**src/hdl/tss_pkg.sv**
```systemverilog
// tss_pkg: types, constants and helper functions for the taylor series block
// used by tss_mul, tss_div and taylor_series_sin_exp; no dependencies
`default_nettype none

package tss_pkg;

  // fixed point and series limits
  localparam int FRAC_BITS = 24;
  localparam int MAX_TERMS = 64;
  localparam int CNT_W     = 7;    // term index, holds 0..MAX_TERMS
  localparam int X_W       = 30;   // input point
  localparam int XSQ_W     = 59;   // |x|^2 (2^58 at most)
  localparam int MAG_W     = 63;   // term magnitude
  localparam int SUM_W     = 64;   // signed sums
  localparam int PROD_W    = MAG_W + XSQ_W;  // 122 bit exact product
  localparam int DVD_W     = 73;   // product after the fixed point shift
  localparam int DVS_W     = 15;   // divisor, (2k+2)(2k+3) <= 17030
  localparam int TOL_W     = 25;
  localparam int STEP_W    = 7;    // unit step counters

  localparam logic [TOL_W-1:0] TOL_RESET = 25'd16777;
  localparam logic [MAG_W-1:0] MAG_MAX   = {MAG_W{1'b1}};
  localparam logic [MAG_W-1:0] ONE_Q24   = MAG_W'(1) << FRAC_BITS;

  // register map: word index taken from paddr[2]
  localparam logic REG_TOLERANCE = 1'b0;

  // sequencer states
  typedef enum logic [2:0] {
    ST_IDLE,
    ST_START,
    ST_MUL,
    ST_DIV,
    ST_EVAL,
    ST_FIN
  } state_t;

  // status of a shared serial unit
  typedef struct packed {
    logic busy;
    logic done;
  } unit_stat_t;

  // signed saturating add of a sign/magnitude term to a sum
  function automatic logic [SUM_W-1:0] sat_add(input logic [SUM_W-1:0] a,
                                               input logic [MAG_W-1:0] mag,
                                               input logic neg);
    logic [SUM_W-1:0] b;
    logic [SUM_W:0]   s;
    b = neg ? (SUM_W'(0) - {1'b0, mag}) : {1'b0, mag};
    s = {a[SUM_W-1], a} + {b[SUM_W-1], b};
    if (s[SUM_W] != s[SUM_W-1]) begin
      sat_add = s[SUM_W] ? {1'b1, {(SUM_W-1){1'b0}}} : {1'b0, {(SUM_W-1){1'b1}}};
    end else begin
      sat_add = s[SUM_W-1:0];
    end
  endfunction

endpackage

`default_nettype wire

```
**src/hdl/taylor_series_sin_exp.sv**
```systemverilog
// taylor_series_sin_exp: sine / exponential taylor series with a term sequencer
// uses tss_pkg, tss_mul and tss_div
//
//  channel   direction  ports
//  in_       input      in_valid, in_stall, in_action, in_x_value
//  out_      output     out_valid, out_stall, out_partial_sum, out_next_sum,
//                       out_term_count, out_not_converged
//  config    apb        psel, penable, pwrite, paddr, pwdata, prdata, pready
//
// each term runs a serial multiply, then a serial divide, then the control states;
// the serial multiplier and divider each handle one bit per cycle
// rst_n is synchronous; tolerance resets to 16777
// in_stall is high while an item is in work; a stalled result holds the
// finished item until out_stall falls
`default_nettype none

module taylor_series_sin_exp (
  input  wire logic                        clk,
  input  wire logic                        rst_n,
  input  wire logic                        in_valid,
  output logic                             in_stall,
  input  wire logic                        in_action,
  input  wire logic signed [29:0]          in_x_value,
  output logic                             out_valid,
  input  wire logic                        out_stall,
  output logic signed [63:0]               out_partial_sum,
  output logic signed [63:0]               out_next_sum,
  output logic        [6:0]                out_term_count,
  output logic                             out_not_converged,
  input  wire logic                        psel,
  input  wire logic                        penable,
  input  wire logic                        pwrite,
  input  wire logic   [2:0]                paddr,
  input  wire logic   [31:0]               pwdata,
  output logic        [31:0]               prdata,
  output logic                             pready
);

  tss_pkg::state_t state_r, state_nxt;

  logic [tss_pkg::TOL_W-1:0]   tol_r;
  logic                        is_exp_r;
  logic                        xneg_r;
  logic [tss_pkg::X_W-1:0]     xmag_r;
  logic [tss_pkg::XSQ_W-1:0]   xsq_r;
  logic [tss_pkg::MAG_W-1:0]   tmag_r;
  logic                        tneg_r;
  logic [tss_pkg::SUM_W-1:0]   sum_r;
  logic [tss_pkg::SUM_W-1:0]   next_r;
  logic [tss_pkg::CNT_W-1:0]   i_r;
  logic                        flag_r;
  logic [tss_pkg::DVS_W-1:0]   dvs_r;
  logic                        out_valid_r;
  logic [tss_pkg::SUM_W-1:0]   out_psum_r;
  logic [tss_pkg::SUM_W-1:0]   out_nsum_r;
  logic [tss_pkg::CNT_W-1:0]   out_cnt_r;
  logic                        out_flag_r;

  logic                        in_xfer;
  logic                        out_free;
  logic                        mul_start;
  logic                        div_start;
  tss_pkg::unit_stat_t         mul_st;
  tss_pkg::unit_stat_t         div_st;
  logic [tss_pkg::PROD_W-1:0]  prod;
  logic [tss_pkg::DVD_W-1:0]   dividend;
  logic [tss_pkg::DVD_W-1:0]   quot;
  logic [tss_pkg::XSQ_W-1:0]   mplier;
  logic [tss_pkg::MAG_W-1:0]   nmag;
  logic                        nneg;
  logic [tss_pkg::SUM_W-1:0]   nsum;
  logic                        stop_tol;
  logic                        stop_lim;
  logic [tss_pkg::X_W-1:0]     in_xmag;
  logic [tss_pkg::CNT_W:0]     two_k2;
  logic [15:0]                 sin_dvs;
  logic                        cfg_wr;

  // configuration port
  assign pready = 1'b1;
  assign cfg_wr = psel & penable & pwrite;
  always_ff @(posedge clk) begin
    if (!rst_n) begin
      tol_r <= tss_pkg::TOL_RESET;
    end else if (cfg_wr && (paddr[2] == tss_pkg::REG_TOLERANCE)) begin
      tol_r <= pwdata[tss_pkg::TOL_W-1:0];
    end
  end
  assign prdata = (paddr[2] == tss_pkg::REG_TOLERANCE) ?
                  {{(32-tss_pkg::TOL_W){1'b0}}, tol_r} : 32'd0;

  // handshakes
  assign in_stall = (state_r != tss_pkg::ST_IDLE);
  assign in_xfer  = in_valid & ~in_stall;
  assign out_free = ~out_valid_r | ~out_stall;

  // next state
  always_comb begin
    state_nxt = state_r;
    case (state_r)
      tss_pkg::ST_IDLE:  if (in_xfer) state_nxt = tss_pkg::ST_START;
      tss_pkg::ST_START: state_nxt = tss_pkg::ST_MUL;
      tss_pkg::ST_MUL:   if (mul_st.done) state_nxt = tss_pkg::ST_DIV;
      tss_pkg::ST_DIV:   if (div_st.done) state_nxt = tss_pkg::ST_EVAL;
      tss_pkg::ST_EVAL: begin
        if (stop_tol || stop_lim) state_nxt = tss_pkg::ST_FIN;
        else                      state_nxt = tss_pkg::ST_START;
      end
      tss_pkg::ST_FIN:   if (out_free) state_nxt = tss_pkg::ST_IDLE;
      default:           state_nxt = tss_pkg::ST_IDLE;
    endcase
  end

  always_ff @(posedge clk) begin
    if (!rst_n) state_r <= tss_pkg::ST_IDLE;
    else        state_r <= state_nxt;
  end

  // unit start pulses
  always_comb begin
    mul_start = 1'b0;
    div_start = 1'b0;
    case (state_r)
      tss_pkg::ST_START: mul_start = 1'b1;
      tss_pkg::ST_MUL:   div_start = mul_st.done;
      default: begin
        mul_start = 1'b0;
        div_start = 1'b0;
      end
    endcase
  end

  // input magnitude and divisor for the current term
  assign in_xmag = in_x_value[tss_pkg::X_W-1] ? (tss_pkg::X_W'(0) - in_x_value)
                                              : in_x_value;
  assign two_k2  = {i_r, 1'b0} + 8'd2;
  assign sin_dvs = {8'd0, two_k2} * {8'd0, two_k2 + 8'd1};
  assign mplier  = is_exp_r ? {{(tss_pkg::XSQ_W-tss_pkg::X_W){1'b0}}, xmag_r} : xsq_r;

  // drop the fixed point fraction of the product
  assign dividend = is_exp_r ? prod[tss_pkg::FRAC_BITS +: tss_pkg::DVD_W]
                             : prod[2*tss_pkg::FRAC_BITS +: tss_pkg::DVD_W];

  // new term, its sign and the sum that includes it
  always_comb begin
    nmag = (quot[tss_pkg::DVD_W-1:tss_pkg::MAG_W] != '0) ? tss_pkg::MAG_MAX
                                                         : quot[tss_pkg::MAG_W-1:0];
    nneg = is_exp_r ? (tneg_r ^ xneg_r) : ~tneg_r;
    if (nmag == '0) nneg = 1'b0;
    nsum     = tss_pkg::sat_add(sum_r, nmag, nneg);
    stop_tol = (nmag <= {{(tss_pkg::MAG_W-tss_pkg::TOL_W){1'b0}}, tol_r});
    stop_lim = (i_r >= tss_pkg::CNT_W'(tss_pkg::MAX_TERMS));
  end

  // series datapath
  always_ff @(posedge clk) begin
    if (in_xfer) begin
      is_exp_r <= in_action;
      xneg_r   <= in_x_value[tss_pkg::X_W-1];
      xmag_r   <= in_xmag;
      xsq_r    <= tss_pkg::XSQ_W'({30'd0, in_xmag} * {30'd0, in_xmag});
      i_r      <= '0;
      flag_r   <= 1'b0;
      if (in_action) begin
        tmag_r <= tss_pkg::ONE_Q24;
        tneg_r <= 1'b0;
        sum_r  <= {1'b0, tss_pkg::ONE_Q24};
      end else begin
        tmag_r <= {{(tss_pkg::MAG_W-tss_pkg::X_W){1'b0}}, in_xmag};
        tneg_r <= in_x_value[tss_pkg::X_W-1];
        sum_r  <= {{(tss_pkg::SUM_W-tss_pkg::X_W){in_x_value[tss_pkg::X_W-1]}},
                   in_x_value};
      end
    end else begin
      case (state_r)
        tss_pkg::ST_START: begin
          dvs_r <= is_exp_r ? tss_pkg::DVS_W'({1'b0, i_r} + 8'd1)
                            : sin_dvs[tss_pkg::DVS_W-1:0];
        end
        tss_pkg::ST_EVAL: begin
          next_r <= nsum;
          if (!stop_tol) begin
            if (stop_lim) begin
              flag_r <= 1'b1;
            end else begin
              sum_r  <= nsum;
              tmag_r <= nmag;
              tneg_r <= nneg;
              i_r    <= i_r + 1'b1;
            end
          end
        end
        default: begin
          i_r <= i_r;
        end
      endcase
    end
  end

  // result register
  always_ff @(posedge clk) begin
    if (!rst_n) begin
      out_valid_r <= 1'b0;
    end else if ((state_r == tss_pkg::ST_FIN) && out_free) begin
      out_valid_r <= 1'b1;
    end else if (~out_stall) begin
      out_valid_r <= 1'b0;
    end
  end

  always_ff @(posedge clk) begin
    if ((state_r == tss_pkg::ST_FIN) && out_free) begin
      out_psum_r <= sum_r;
      out_nsum_r <= next_r;
      out_cnt_r  <= i_r;
      out_flag_r <= flag_r;
    end
  end

  assign out_valid         = out_valid_r;
  assign out_partial_sum   = out_psum_r;
  assign out_next_sum      = out_nsum_r;
  assign out_term_count    = out_cnt_r;
  assign out_not_converged = out_flag_r;

  // shared serial units
  tss_mul u_mul (
    .clk    (clk),
    .rst_n  (rst_n),
    .start  (mul_start),
    .mcand  (tmag_r),
    .mplier (mplier),
    .stat   (mul_st),
    .prod   (prod)
  );

  tss_div u_div (
    .clk      (clk),
    .rst_n    (rst_n),
    .start    (div_start),
    .dividend (dividend),
    .divisor  (dvs_r),
    .stat     (div_st),
    .quot     (quot)
  );

`ifndef SYNTHESIS
  a_units_exclusive: assert property (@(posedge clk) disable iff (!rst_n)
    !(mul_st.busy && div_st.busy))
    else $error("multiplier and divider busy together");

  a_term_bound: assert property (@(posedge clk) disable iff (!rst_n)
    (state_r != tss_pkg::ST_IDLE) |-> (i_r <= tss_pkg::CNT_W'(tss_pkg::MAX_TERMS)))
    else $error("term index beyond limit");

  a_flag_at_limit: assert property (@(posedge clk) disable iff (!rst_n)
    out_valid_r && out_flag_r |-> (out_cnt_r == tss_pkg::CNT_W'(tss_pkg::MAX_TERMS)))
    else $error("not_converged without reaching the term limit");

  a_div_after_mul: assert property (@(posedge clk) disable iff (!rst_n)
    div_start |-> $past(state_r) == tss_pkg::ST_START || mul_st.done)
    else $error("divider started without a finished product");
`endif

endmodule

`default_nettype wire

```
**src/hdl/tss_mul.sv**
```systemverilog
// tss_mul: shift-add multiplier, one multiplier bit per cycle
// uses tss_pkg for widths and the unit status struct
`default_nettype none

module tss_mul (
  input  wire logic                         clk,
  input  wire logic                         rst_n,
  input  wire logic                         start,
  input  wire logic [tss_pkg::MAG_W-1:0]    mcand,
  input  wire logic [tss_pkg::XSQ_W-1:0]    mplier,
  output tss_pkg::unit_stat_t               stat,
  output logic      [tss_pkg::PROD_W-1:0]   prod
);

  localparam int HI_W = tss_pkg::MAG_W + 1;
  localparam int P_W  = HI_W + tss_pkg::XSQ_W;

  logic [P_W-1:0]                  p_r;
  logic [tss_pkg::MAG_W-1:0]       a_r;
  logic [tss_pkg::STEP_W-1:0]      cnt_r;
  logic                            busy_r;
  logic                            done_r;
  logic [HI_W:0]                   hi_sum;

  // add the multiplicand into the upper half when the low bit is set
  always_comb begin
    hi_sum = {1'b0, p_r[P_W-1 -: HI_W]} +
             (p_r[0] ? {2'b0, a_r} : {(HI_W+1){1'b0}});
  end

  // control
  always_ff @(posedge clk) begin
    if (!rst_n) begin
      busy_r <= 1'b0;
      done_r <= 1'b0;
      cnt_r  <= '0;
    end else begin
      done_r <= 1'b0;
      if (start) begin
        busy_r <= 1'b1;
        cnt_r  <= tss_pkg::STEP_W'(tss_pkg::XSQ_W);
      end else if (busy_r) begin
        cnt_r <= cnt_r - 1'b1;
        if (cnt_r == tss_pkg::STEP_W'(1)) begin
          busy_r <= 1'b0;
          done_r <= 1'b1;
        end
      end
    end
  end

  // product register
  always_ff @(posedge clk) begin
    if (start) begin
      p_r <= {{HI_W{1'b0}}, mplier};
      a_r <= mcand;
    end else if (busy_r) begin
      p_r <= {hi_sum, p_r[tss_pkg::XSQ_W-1:1]};
    end
  end

  assign prod      = p_r[tss_pkg::PROD_W-1:0];
  assign stat.busy = busy_r;
  assign stat.done = done_r;

endmodule

`default_nettype wire

```
**src/hdl/tss_div.sv**
```systemverilog
// tss_div: restoring divider, one quotient bit per cycle
// uses tss_pkg for widths and the unit status struct
`default_nettype none

module tss_div (
  input  wire logic                        clk,
  input  wire logic                        rst_n,
  input  wire logic                        start,
  input  wire logic [tss_pkg::DVD_W-1:0]   dividend,
  input  wire logic [tss_pkg::DVS_W-1:0]   divisor,
  output tss_pkg::unit_stat_t              stat,
  output logic      [tss_pkg::DVD_W-1:0]   quot
);

  logic [tss_pkg::DVD_W-1:0]   d_r;
  logic [tss_pkg::DVS_W-1:0]   dvs_r;
  logic [tss_pkg::DVS_W-1:0]   rem_r;
  logic [tss_pkg::STEP_W-1:0]  cnt_r;
  logic                        busy_r;
  logic                        done_r;
  logic [tss_pkg::DVS_W:0]     r2;
  logic [tss_pkg::DVS_W:0]     diff;
  logic                        ge;

  // trial subtract of the divisor
  always_comb begin
    r2   = {rem_r, d_r[tss_pkg::DVD_W-1]};
    diff = r2 - {1'b0, dvs_r};
    ge   = (r2 >= {1'b0, dvs_r});
  end

  // control
  always_ff @(posedge clk) begin
    if (!rst_n) begin
      busy_r <= 1'b0;
      done_r <= 1'b0;
      cnt_r  <= '0;
    end else begin
      done_r <= 1'b0;
      if (start) begin
        busy_r <= 1'b1;
        cnt_r  <= tss_pkg::STEP_W'(tss_pkg::DVD_W);
      end else if (busy_r) begin
        cnt_r <= cnt_r - 1'b1;
        if (cnt_r == tss_pkg::STEP_W'(1)) begin
          busy_r <= 1'b0;
          done_r <= 1'b1;
        end
      end
    end
  end

  // dividend shifts out, quotient bits shift in
  always_ff @(posedge clk) begin
    if (start) begin
      d_r   <= dividend;
      dvs_r <= divisor;
      rem_r <= '0;
    end else if (busy_r) begin
      rem_r <= ge ? diff[tss_pkg::DVS_W-1:0] : r2[tss_pkg::DVS_W-1:0];
      d_r   <= {d_r[tss_pkg::DVD_W-2:0], ge};
    end
  end

  assign quot      = d_r;
  assign stat.busy = busy_r;
  assign stat.done = done_r;

endmodule

`default_nettype wire

```
**config.mk**
```make
export PLATFORM = sky130hd
export DESIGN_NAME = taylor_series_sin_exp
export DESIGN_NICKNAME = d
export VERILOG_FILES = /design/src/hdl/tss_pkg.sv /design/src/hdl/taylor_series_sin_exp.sv /design/src/hdl/tss_mul.sv /design/src/hdl/tss_div.sv
export SDC_FILE = /design/constraint.sdc
export NUM_CORES = 2
export LEC_CHECK = 0
export CAP_MARGIN = 30
export CORE_ASPECT_RATIO = 1.4
export CORE_UTILIZATION = 61
export CTS_BUF_LIST = sky130_fd_sc_hd__clkbuf_4
export DETAILED_ROUTE_END_ITERATION = 10
export DONT_BUFFER_PORTS = 1
export PLACE_DENSITY = 0.8
export SETUP_SLACK_MARGIN = 0.15
export SYNTH_ARGS = -nofsm -noshare
export SYNTH_HDL_FRONTEND = slang
export SYNTH_SLANG_ARGS = --single-unit
```
**constraint.sdc**
```tcl
create_clock -name clk -period 11.5 [get_ports clk]
set_clock_uncertainty 0.2 [all_clocks]
set_input_delay 2.875 -clock clk [delete_from_list [all_inputs] [get_ports clk]]
set_output_delay 2.875 -clock clk [all_outputs]
set_load 0.05 [all_outputs]
```
== After elaboration in Yosys (flattened, before gate mapping) ==
Index checks and enable logic that the tools add are counted.

* Register bits after elaboration: 778
* Input bits: 73
* Output and inout bits: 171
* Word-level logic and storage cells: 153

* Add/sub/neg operators: 11
* Multipliers: 2
* $lt $le $gt $ge: 3
* Equal/unequal tests: 15
* Multiplexer cells: 54
* Bitwise operators: 16
* Reductions and logical operators: 20

{| class="wikitable"
|+ Operator list
! operator !! number
|-
| $mux 64 || 8
|-
| $mux 63 || 6
|-
| $mux 73 || 3
|-
| $mux 59 || 3
|-
| $add 64x63->65 || 1
|-
| $add 64x64->65 || 1
|-
| $sub 1x63->64 const A || 1
|-
| $le 63x25->1 || 1
|-
| $logic_not 63->1 || 1
|-
| $mux 30 || 2
|-
| $mul 30x30->59 || 1
|-
| $mux 15 || 2
|-
| $sub 1x30->30 const A || 1
|-
| $mux 25 || 1
|-
| $mux 1 || 19
|-
| $pmux 3 s6 || 1
|-
| $ge 16x15->1 || 1
|-
| $mul 8x8->15 || 1
|-
| $mux 3 || 5
|-
| $sub 15x15->15 || 1
|-
| $eq 7x1->1 const B || 2
|-
| $mux 7 || 2
|-
| $sub 7x1->7 const B || 2
|-
| $mux 6 || 2
|-
| 26 further kinds || 53
|}

== Depth between registers and ports, before layout ==
* Depth in word-level cells: 12
* Depth in mapped cells: 42
* Depth with buffers taken out: 40

== Cells and area by module ==
A second synthesis with hierarchy kept.

* Cells, all modules: 6845
* Area total of the unflattened synthesis: 69100.0 um^2

{| class="wikitable"
|+ By module, submodules not included
! module !! instances !! cells each !! area an instance (um^2)
|-
| taylor_series_sin_exp || 1 || 5208 || 51619.5
|-
| tss_mul || 1 || 1232 || 12139.1
|-
| tss_div || 1 || 405 || 5341.4
|}

== Least setup slack after synthesis ==
No wires, ideal clock.

* Path type: input -> register
* Start point: in in_x_value[5]
* End point: reg xsq_r[55] in the netlist's numbering (data pin)
* Library setup time: 0.288 ns
* Arrival: 11.962 ns
* Data required time: 11.012 ns
* Setup slack: -0.950 ns
* Stages on the path: 36
* Path buffers: 1
* Cells stage by stage: nor4_1 nand2_1 or4_1 nand3b_1 nand2b_1 nand2b_1 o31ai_1 xor2_1 inv_1 buf_1 nand2_1 fa_1 inv_1 fa_1 fa_1 inv_1 fa_1 inv_1 fa_1 fa_1 fa_1 inv_1 fa_1 inv_1 ha_1 a21o_1 a21oi_1 nor2b_1 o41ai_1 o21ai_0 or3_1 o21a_1 a21boi_0 o21ai_0 a21oi_1 o311ai_0

* Longest elaborated chain between the ends: 3

{| class="wikitable"
|+ Ends and longest elaborated chain
! element !! line !! text
|-
| start: declaration || taylor_series_sin_exp.sv:23 || <nowiki>input wire logic signed [29:0] in_x_value,</nowiki>
|-
| $sub 1x30->30 || taylor_series_sin_exp.sv:134 || <nowiki>assign in_xmag = in_x_value[tss_pkg::X_W-1] ? (tss_pkg::X_W'(0) - in_x_value)</nowiki>
|-
| $mux 30 || taylor_series_sin_exp.sv:134 ||
|-
| net in_xmag, one bit || taylor_series_sin_exp.sv:74 || <nowiki>logic [tss_pkg::X_W-1:0] in_xmag;</nowiki>
|-
| $mul 30x30->59 || taylor_series_sin_exp.sv:161 || <nowiki>xsq_r <= tss_pkg::XSQ_W'({30'd0, in_xmag} * {30'd0, in_xmag});</nowiki>
|-
| end signal: assignment || taylor_series_sin_exp.sv:161 ||
|-
| end: declaration || taylor_series_sin_exp.sv:45 || <nowiki>logic [tss_pkg::XSQ_W-1:0] xsq_r;</nowiki>
|}

The timed path passes the listed nets, and every way through them passes these cells.
A chain may end at the register's enable or synchronous reset.

== Worst setup path after layout ==
* Start point: in in_x_value[5]
* End point: reg xsq_r[56] in the netlist's numbering (data pin)

* Longest elaborated chain between the ends: 3

{| class="wikitable"
|+ Ends and longest elaborated chain
! element !! line
|-
| $sub 1x30->30 || taylor_series_sin_exp.sv:134
|-
| $mux 30 * || taylor_series_sin_exp.sv:134
|-
| $mul 30x30->59 * || taylor_series_sin_exp.sv:161
|}

Mark *: on every way between the ends. The rest lies on a longest branch, timed or not.

==> parameters.txt <==
Parameter                              Value

Status
  Run status ... complete, no violations

Timing
  Slew HR ... 0.280
  RSZ-0062 raised after global routing ... true
  Final TNS setup ... 0 ps
  Slew of the pin with the lowest slew margin ... ~1100 ps
  Final hold violation count ... 0
  Fmax ... slightly below 0.09 GHz
  Setup slack after layout ... roughly 290 ps
  Share of the clock period used by the worst path ... 0.974
  Worst slack on hold paths ... between 150 and 200 ps
  Final number of max-transition violations ... 0
  Crit path time final ... around 11000 ps
  Number of failing setup endpoints in the final timing report ... 0

Die
  Die width ... 281 µm
  FP Rows ... around 140
  Core Box Area ... between 100000 and 150000 µm²
  Number of I/O pins ... around 240
  Die boundary height ... 392 µm
  Overall die area ... between 100000 and 150000 µm²
  Starting density of the core ... 0.618

Logic synthesis
  Number of synthesized register bits ... roughly 780
  Post-synth design cell area ... approximately 66000 µm²
  Seq/Total Area, Yosys ... 0.331
  Yosys top cell area share ... 0.291
  Share of flip-flops with an asynchronous set or reset after synthesis ... 0
  Library cell occupying the most area in the post-synthesis netlist ... edfxtp_1
  Cell count after synthesis ... ~6600
  Syn. warnings ... 0
  Count of flip-flops with a built-in enable after synthesis ... ~640
  Dominant cells by area after synthesis ... edfxtp_1, fa_1, ha_1
  Syn_area_per_cell ... about 10 µm²
  Most frequently used flop master after synthesis ... edfxtp_1
  Yosys cell types ... 100

Setup path
  Worst reg2reg path depth ... 27
  Cell type of the slowest stage on the worst timing path ... fa_1
  Most numerous cell on the critical path ... fa_1
  Max incr delay on CP ... between 500 and 600 ps
  Worst flop-to-flop path startpoint ... u_div.quot[66]$_DFFE_PP_
  Worst Path Arrival ... ~12000 ps
  Type of element launching the critical path ... input pin
  Worst-path maximum fanout ... 5
  Capture point of the worst reg-to-reg path ... sum_r[55]$_DFFE_PP_
  Path type of the worst setup path ... in2reg
  Element type at the critical path end ... register
  Reg-to-reg slack, setup ... 2450 ps
  Required @ worst endpoint ... around 12000 ps

CTS
  Clk sink count ... 776
  H-tree depth ... 4
  Inserted Clock Buffers ... between 150 and 200
  Clock tree from TritonCTS ... done
  Clock latency at the later pin of the worst-skew pair ... around 1100 ps
  Maximum count of clock buffers along a single path ... 3
  Reg clk slew, reported paths ... 70 ps
  Library cell used as clock root buffer ... clkbuf_4

Placement
  Buffers on Ports ... 0
  DP Worst Slack ... -1040 ps
  Weighted congestion at the end of routability-driven global placement ... 1.05
  HPWL Detailed ... ~160000 µm

Finish
  Most common cell after layout, fill and taps aside ... inv_1
  Area taken by flip-flops and latches ... ~22000 µm²
  Area added between synthesis and finish ... 13.1%
  Multi-input combinational cell area ... around 40000 µm²
  Most frequent cells in the layout ... inv_1, fa_1, edfxtp_1
  Count of nets after finishing ... roughly 8400
  FILL cells ... roughly 8000
  Share of post-route cells with drive strength above 1 ... 0.144

Detailed routing
  Total DRC errors in the routed layout ... 0
  Drt total wl ... ~200000 µm
  Drt pass-1 iters ... 7
  Antenna Violating Nets Remaining ... 0
  Vias after detailed routing ... 51200
  Routed length per placed instance ... 23.1 µm
  Via-per-instance ratio ... about 6
  Starting DRT DRC Count ... between 4000 and 5000

Min path
  Hold Crit Endpoint ... out_next_sum[59]$_DFFE_PP_
  Kind of path behind the tightest hold check ... reg2reg
  Worst Hold Path Cells ... 0
  Worst Hold Launch ... next_r[59]$_DFFE_PP_

Global routing
  Maximum number of pins on one net before global-route repair ... ~150
  Overall track demand over capacity in global routing ... 0.370
  Antenna violations before repair ... 9
  Total global routing overflow ... 0
  First-pass GRT wire length ... around 300000 µm
  Number of global-route vias before repair ... 53000

Job
  Max-capacitance violation count ... 0
[flip-flops by register name, summed over array words and instances, names as in the netlist, 63 cells and up]
| register | cells |
|---|---|
| u_div.quot | 73 |
| tmag_r | 63 |
| out_partial_sum | 64 |
| next_r | 64 |
| u_mul.p_r | 123 |
| sum_r | 64 |
| u_mul.a_r | 63 |
| out_next_sum | 64 |
[through the flow]
| step | util | std cells | instance area [µm²] |
|---|---|---|---|
| floorplan | - | 6651 | 66900 |
| global placement | 0.671 | 8355 | 72000 |
| detailed placement | 0.671 | 8358 | 72000 |
| CTS | 0.693 | 8675 | 74400 |
| global route | 0.699 | 8702 | 75000 |
| finish | 0.699 | 8705 | 75000 |
[cells in the mapped netlist (8+ instances only)]
cell type     n
xor2_1       83
nor4_1       20
a21o_1      109
a211oi_1     28
and2_1       74
a21oi_1     257
or3_1        26
edfxtp_1    642
a31oi_1      26
nand2_1     650
clkinv_1     13
or4_1         8
buf_4        12
fa_1        729
xnor2_1     206
buf_1        29
o311ai_0     17
clkbuf_1    210
nor3_1       49
o221ai_1     31
nand2b_1     39
buf_2        18
mux2i_1     167
inv_1      1107
a21boi_0     44
and3_1       21
o21a_1       26
a22o_1        8
nor2b_1      35
o21ai_1      10
nand3_1      71
o31ai_1      22
nor2_1      574
o21bai_1     43
o211ai_1     27
nand4_1      41
dfxtp_1     134
nand3b_1     35
o21ai_0     369
o22ai_1      25
ha_1        446
[metal layers]
metal,vias to the layer above,track usage,wire [µm]
met5,-,0,30
met4,6,0.317,20400
met3,822,0.0626,14200
met2,2440,0.636,98900
met1,24900,0.396,67300
li1,23000,-,-
[worst max-delay path, delay by kind of cell]
kind | cells | cell delay (ps)
adder cells (fa/ha/maj) | 9 | 4320
XOR/XNOR | 2 | 390
buffers and inverters | 9 | 790
AO/OA/AOI/OAI | 8 | 1540
AND/OR/NAND/NOR | 8 | 1880
[worst max path at each step]
| stage | slack [ps] | start | to | cells after the start |
|---|---|---|---|---|
| final | 290 | in_x_value[5] | xsq_r[56]$_DFFE_PP_ | 36 |
| after detailed placement | -1040 | in_x_value[1] | xsq_r[58]$_DFFE_PP_ | 41 |
| after floorplan | -150 | in_x_value[2] | xsq_r[55]$_DFFE_PP_ | 36 |
| after CTS | 140 | in_x_value[2] | xsq_r[58]$_DFFE_PP_ | 37 |
| after global placement | -880 | in_x_value[2] | xsq_r[58]$_DFFE_PP_ | 34 |
| after global routing | -20 | in_x_value[5] | xsq_r[55]$_DFFE_PP_ | 35 |
[cells by family (layout without fill, tap and decap cells)]
group,Yosys count,count (layout),synth area share
adder cells (fa/ha/maj),1175,1175,0.304
other,2,37,0.000113
buffers and inverters,1392,2000,0.0800
flip-flops,776,776,0.331
XOR/XNOR,289,289,0.0382
AO/OA/AOI/OAI,1126,1126,0.107
multiplexers,169,169,0.0255
AND/OR/NAND/NOR,1693,1693,0.114
[timing repair]
item,in CTS,in global routing
gates resized for setup,10,89
pin swaps,4,97
endpoints found under the hold margin,0,0
buffers inserted,5,21
hold buffers,0,0
setup endpoints to repair,6,24
cloned,0,1
[area by class of cell]
cell class | count | area share
multi-input combinational | 4483 | 0.534
antenna | 6 | 0.000200
sequential | 776 | 0.293
tap | 1440 | 0.0240
timing repair buffer | 568 | 0.0622
clock buffer | 240 | 0.0240
clock inverter | 72 | 0.00647
inverter | 1120 | 0.0564
Power is not shown: default switching activity piles up to over one toggle a cycle in this logic, so the estimate is an artifact.
